==> src/design/bfra_pkg.sv <==
// shared types and codes for the best-fit region allocator
// no dependencies; used by bfra_cell and best_fit_region_allocator_core
package bfra_pkg;

	// scan modes broadcast along the cell row
	typedef enum logic [1:0] {
		MODE_ALLOC,
		MODE_NEXT_PREV,
		MODE_DUP_EMPTY
	} mode_t;

	typedef enum logic [1:0] {
		ST_IDLE,
		ST_SCAN1,
		ST_SCAN2,
		ST_RESULT
	} state_t;

	localparam logic KIND_ALLOC   = 1'b0;
	localparam logic KIND_RELEASE = 1'b1;

endpackage

==> src/design/bfra_cell.sv <==
// one free-table slot plus its stage of the search row
// depends on bfra_pkg
module bfra_cell import bfra_pkg::*; #(
	parameter int AW = 40,
	parameter int IW = 6,
	parameter int CELL_IDX = 0,
	localparam int TOK_W = 2 + 2 * IW + 4 * AW
) (
	input  logic             clk,
	input  logic             arst_n,
	input  mode_t            mode,
	input  logic [AW-1:0]    key,
	input  logic [TOK_W-1:0] tok_in,
	output logic [TOK_W-1:0] tok_out,
	input  logic             wr_en,
	input  logic [IW-1:0]    wr_idx,
	input  logic             wr_valid,
	input  logic [AW-1:0]    wr_start,
	input  logic [AW-1:0]    wr_len,
	input  logic             clr_a_en,
	input  logic [IW-1:0]    clr_a_idx,
	input  logic             clr_b_en,
	input  logic [IW-1:0]    clr_b_idx
);

	typedef struct packed {
		logic          a_hit;
		logic [IW-1:0] a_idx;
		logic [AW-1:0] a_start;
		logic [AW-1:0] a_len;
		logic          b_hit;
		logic [IW-1:0] b_idx;
		logic [AW-1:0] b_start;
		logic [AW-1:0] b_len;
	} tok_t;

	localparam logic [IW-1:0] MY_IDX = IW'(CELL_IDX);

	logic          valid_q;
	logic [AW-1:0] start_q;
	logic [AW-1:0] len_q;
	tok_t          tin;
	tok_t          tnext;
	tok_t          tok_q;
	logic          wr_hit;

	assign tin     = tok_in;
	assign tok_out = tok_q;
	assign wr_hit  = wr_en && (wr_idx == MY_IDX);

	always_ff @(posedge clk or negedge arst_n) begin
		if (!arst_n) begin
			valid_q <= 1'b0;
		end else if (wr_hit) begin
			valid_q <= wr_valid;
		end else if ((clr_a_en && clr_a_idx == MY_IDX) || (clr_b_en && clr_b_idx == MY_IDX)) begin
			valid_q <= 1'b0;
		end
	end

	always_ff @(posedge clk) begin
		if (wr_hit) begin
			start_q <= wr_start;
			len_q   <= wr_len;
		end
		tok_q <= tnext;
	end

	always_comb begin
		tnext = tin;
		case (mode)
			MODE_ALLOC: begin
				// smallest fitting length, lowest start on a tie
				if (valid_q && len_q >= key && (!tin.a_hit || len_q < tin.a_len ||
						(len_q == tin.a_len && start_q < tin.a_start))) begin
					tnext.a_hit   = 1'b1;
					tnext.a_idx   = MY_IDX;
					tnext.a_start = start_q;
					tnext.a_len   = len_q;
				end
			end
			MODE_NEXT_PREV: begin
				if (valid_q && start_q >= key) begin
					if (!tin.a_hit || start_q < tin.a_start) begin
						tnext.a_hit   = 1'b1;
						tnext.a_idx   = MY_IDX;
						tnext.a_start = start_q;
						tnext.a_len   = len_q;
					end
				end else if (valid_q) begin
					if (!tin.b_hit || start_q > tin.b_start) begin
						tnext.b_hit   = 1'b1;
						tnext.b_idx   = MY_IDX;
						tnext.b_start = start_q;
						tnext.b_len   = len_q;
					end
				end
			end
			MODE_DUP_EMPTY: begin
				if (valid_q && start_q == key) begin
					tnext.a_hit = 1'b1;
				end
				if (!valid_q && !tin.b_hit) begin
					tnext.b_hit = 1'b1;
					tnext.b_idx = MY_IDX;
				end
			end
			default: begin
				tnext = tin;
			end
		endcase
	end

endmodule

==> config.mk <==
export PLATFORM = sky130hd
export DESIGN_NAME = bfra_cell
export DESIGN_NICKNAME = d
export VERILOG_FILES = /design/src/design/bfra_pkg.sv /design/src/design/bfra_cell.sv
export SDC_FILE = /design/constraint.sdc
export NUM_CORES = 1
export LEC_CHECK = 0
export BUFFER_PORTS_ARGS = -buffer_cell sky130_fd_sc_hd__buf_2
export CAP_MARGIN = 10
export CORE_AREA = 2 2 194 196
export DETAILED_ROUTE_END_ITERATION = 12
export DIE_AREA = 0 0 196 198
export HOLD_SLACK_MARGIN = 0.12
export PLACE_DENSITY_LB_ADDON = 0.08
export SETUP_SLACK_MARGIN = 0.4
export SLEW_MARGIN = 5
export SYNTH_ARGS = -nofsm -noshare
export SYNTH_HDL_FRONTEND = slang
export SYNTH_SLANG_ARGS = --single-unit
==> constraint.sdc <==
create_clock -name clk -period 5.05 [get_ports clk]
set_clock_uncertainty 0.2 [all_clocks]
set_input_delay 1.2625 -clock clk [delete_from_list [all_inputs] [get_ports clk]]
set_output_delay 1.2625 -clock clk [all_outputs]
set_load 0.05 [all_outputs]
==> impl_results.md <==
* Status: finished clean
* Worst Setup Start Kind: input pin
* Clock Path Buffers at 3
* Final non-filler cell total at 2923
* Clk slew on worst S/H paths at 0.06 ns
* Final Hold Vio Count at 0
* Fmax at 0.2349 GHz
* Worst skew pair latency at between 0.5 and 0.6 ns
* Crit path arrival time at around 4.5 ns
* Row cnt at 71
* Cells after Synth at 1989
* Antenna Nets Post-Route at 0
* Post-synthesis async set-or-reset flop share at 0.003922
* Worst slew margin at 0.2837
* Register area share after synthesis at 0.3341
* WL final at 63680 um
* TritonCTS Buffers at 31
* Post-synth cell types at 64
* Largest net degree at the start of global routing at around 150
* TritonCTS clock tree: yes
* Synth Cell Area at 17690 um^2
* Num ports at 494
* Die area at 38810 um^2
* Post-Syn Nets at around 2500
* Routed vias/inst at 6.015
* Area Growth Syn to Fin at 22.54%
* Clock sink count at between 200 and 300
* Yosys reg bits at around 260
* Initial Util at 0.4787
* Leak at 10.09 nW
* Final nets at 2930
* Final Max Tran Viols at 0
* Drt pass-1 iters at 5
* Minimum clock period at 4.257 ns
* R2R depth at 11
* Ratio of cells with drive above 1 in the final layout at 0.2448
* Commonest non-fill, non-tap cell in the layout: buf_2
* H-tree Lvls at 1
* RSZ-0062 raised after global routing: false
* Pwr Density at roughly 300 nW/um^2
* Req. time, crit path at 5.24 ns
* Vias at 17580
* R2r startpoint: len_q[33]
* Endpoints failing setup at 0
* Worst VDD drop at ~0.26 mV
* Reg2reg end: tok_out[115]
* First-pass GRT wire length at between 90000 and 100000 um
* Final Power at 6.518 mW
* Post-DP HPWL at around 47000 um
* Initial antenna violation count at 19
* Max Cap Viol at 0
* EDFF count, synth at 80
* IO buf count at 493
* Critical path capture point type: flop
* Wire length per cell at 21.79 um
* Synth warn at 0
* Fill count at 3326
* GPL Wtd Cong at between 0.9 and 1
* Final Cell Area at approximately 22000 um^2
* DRT iter0 DRCs at 1254
* Worst-path fanout max at 24
* Hold Crit Class: in2async
* Vias in the first global route at 16620
* Worst-Margin Slew at 1.074 ns
* Core area at 36960 um^2
* Hold slack at between 0.2 and 0.3 ns
* Area after DPL at 20630 um^2
* Setup CP Type: in2reg
* Main synth FF type: dfxtp_1
* Hold-fix buffers, CTS at 0
* PnR worst setup slack at about 0.79 ns
* R2R setup slack at ~1.1 ns
* Post-Place Cells at 2848
* CTS root buf: clkbuf_16
* Post-Syn Area per Cell at 8.894 um^2
* Tot GR Track Use at 0.3153
* Commonest cells after routing, fill and taps aside: buf_2, nand2_1, ha_1, dfxtp_1, inv_1
* Period utilisation layout at 0.8430
* DRC at 0
* Overflow after GRT at 0
* TNS Setup at 0 ns
* Die Ht at 198 um
* Die X at 196 um
* Post-CTS Resized at 0
* Post-layout util at 0.5866
* Post-CTS Setup Inserts at 0
* Pre-CTS WS at 0.2604 ns
## where the power goes
part	switching [mW]	internal [mW]
Combinational	1.33	0.610
Clock	0.937	1.28
Sequential	0.0725	2.28
## worst max-delay path: stages
cell and delay (ns):
buf_2 0.13, inv_1 0.06, ha_1 0.30, nand4_1 0.24
nor4_1 0.63, nand3_1 0.24, a211o_1 0.36, a32oi_4 0.27
buf_12 0.28, buf_12 0.23, mux2i_1 0.26, o221ai_1 0.17
## synthesized netlist by cell type, types with 81 or more instances
library cell | count | area share
ha_1 | 203 | 0.14
nand2_1 | 203 | 0.043
dfxtp_1 | 174 | 0.20
inv_1 | 169 | 0.036
mux2i_1 | 156 | 0.088
nand3_1 | 98 | 0.028
clkbuf_1 | 95 | 0.020
nor3_1 | 87 | 0.025
a211oi_1 | 86 | 0.036
o211ai_1 | 84 | 0.036
or4_1 | 82 | 0.035
o221ai_1 | 81 | 0.040
## logic make-up (layout without fill, tap and decap cells)
group                      after synthesis  in the layout  share of synthesized area
DFF                                    255            255                     0.3341
AOI/OAI and AO/OA                      428            428                     0.1775
adders and majority gates              203            203                     0.1436
and+or+nand+nor                        638            638                     0.1847
buffers and inverters                  308            750                    0.07108
other                                    0             18                          0
muxes                                  157            157                    0.08905
## flip-flops by register name, summed over array words and instances (netlist names)
| register | cells |
|---|---|
| valid_q | 1 |
| len_q | 40 |
| start_q | 40 |
| tok_out | 174 |
## area by class of cell
cell class                 count  area [um^2]  area share
timing repair buffer         523         2883      0.1330
clock buffer                  39        845.8     0.03902
clock inverter                18        156.4    0.007215
sequential                   255         5911      0.2727
antenna                       18        45.04    0.002078
inverter                     170        641.9     0.02961
tap                          474        593.1     0.02736
multi-input combinational   1426        10600      0.4891
## per-layer routing
layer | up-vias | share of wire | GRT usage
met4 | 12 | 0.037 | 0.1170
met2 | 722 | 0.46 | 0.5205
met1 | 8357 | 0.43 | 0.4146
li1 | 8340 | - | -
met3 | 150 | 0.076 | 0.05365
met5 | - | 0.0012 | 0
## how the worst max path moves through the flow
stage | end | slack, ns | depth (start not counted) | startpoint
finish | tok_out[115] | 0.79 | 12 | tok_in[101]
global placement | tok_out[144] | 0.27 | 12 | tok_in[101]
CTS | tok_out[115] | 0.83 | 12 | tok_in[101]
floorplan | len_q[0] | -0.04 | 2 | wr_idx[2]
global route | tok_out[115] | 0.64 | 12 | tok_in[101]
detailed placement | tok_out[144] | 0.26 | 12 | tok_in[101]
No activity file was read; power rests on OpenSTA's default activity.
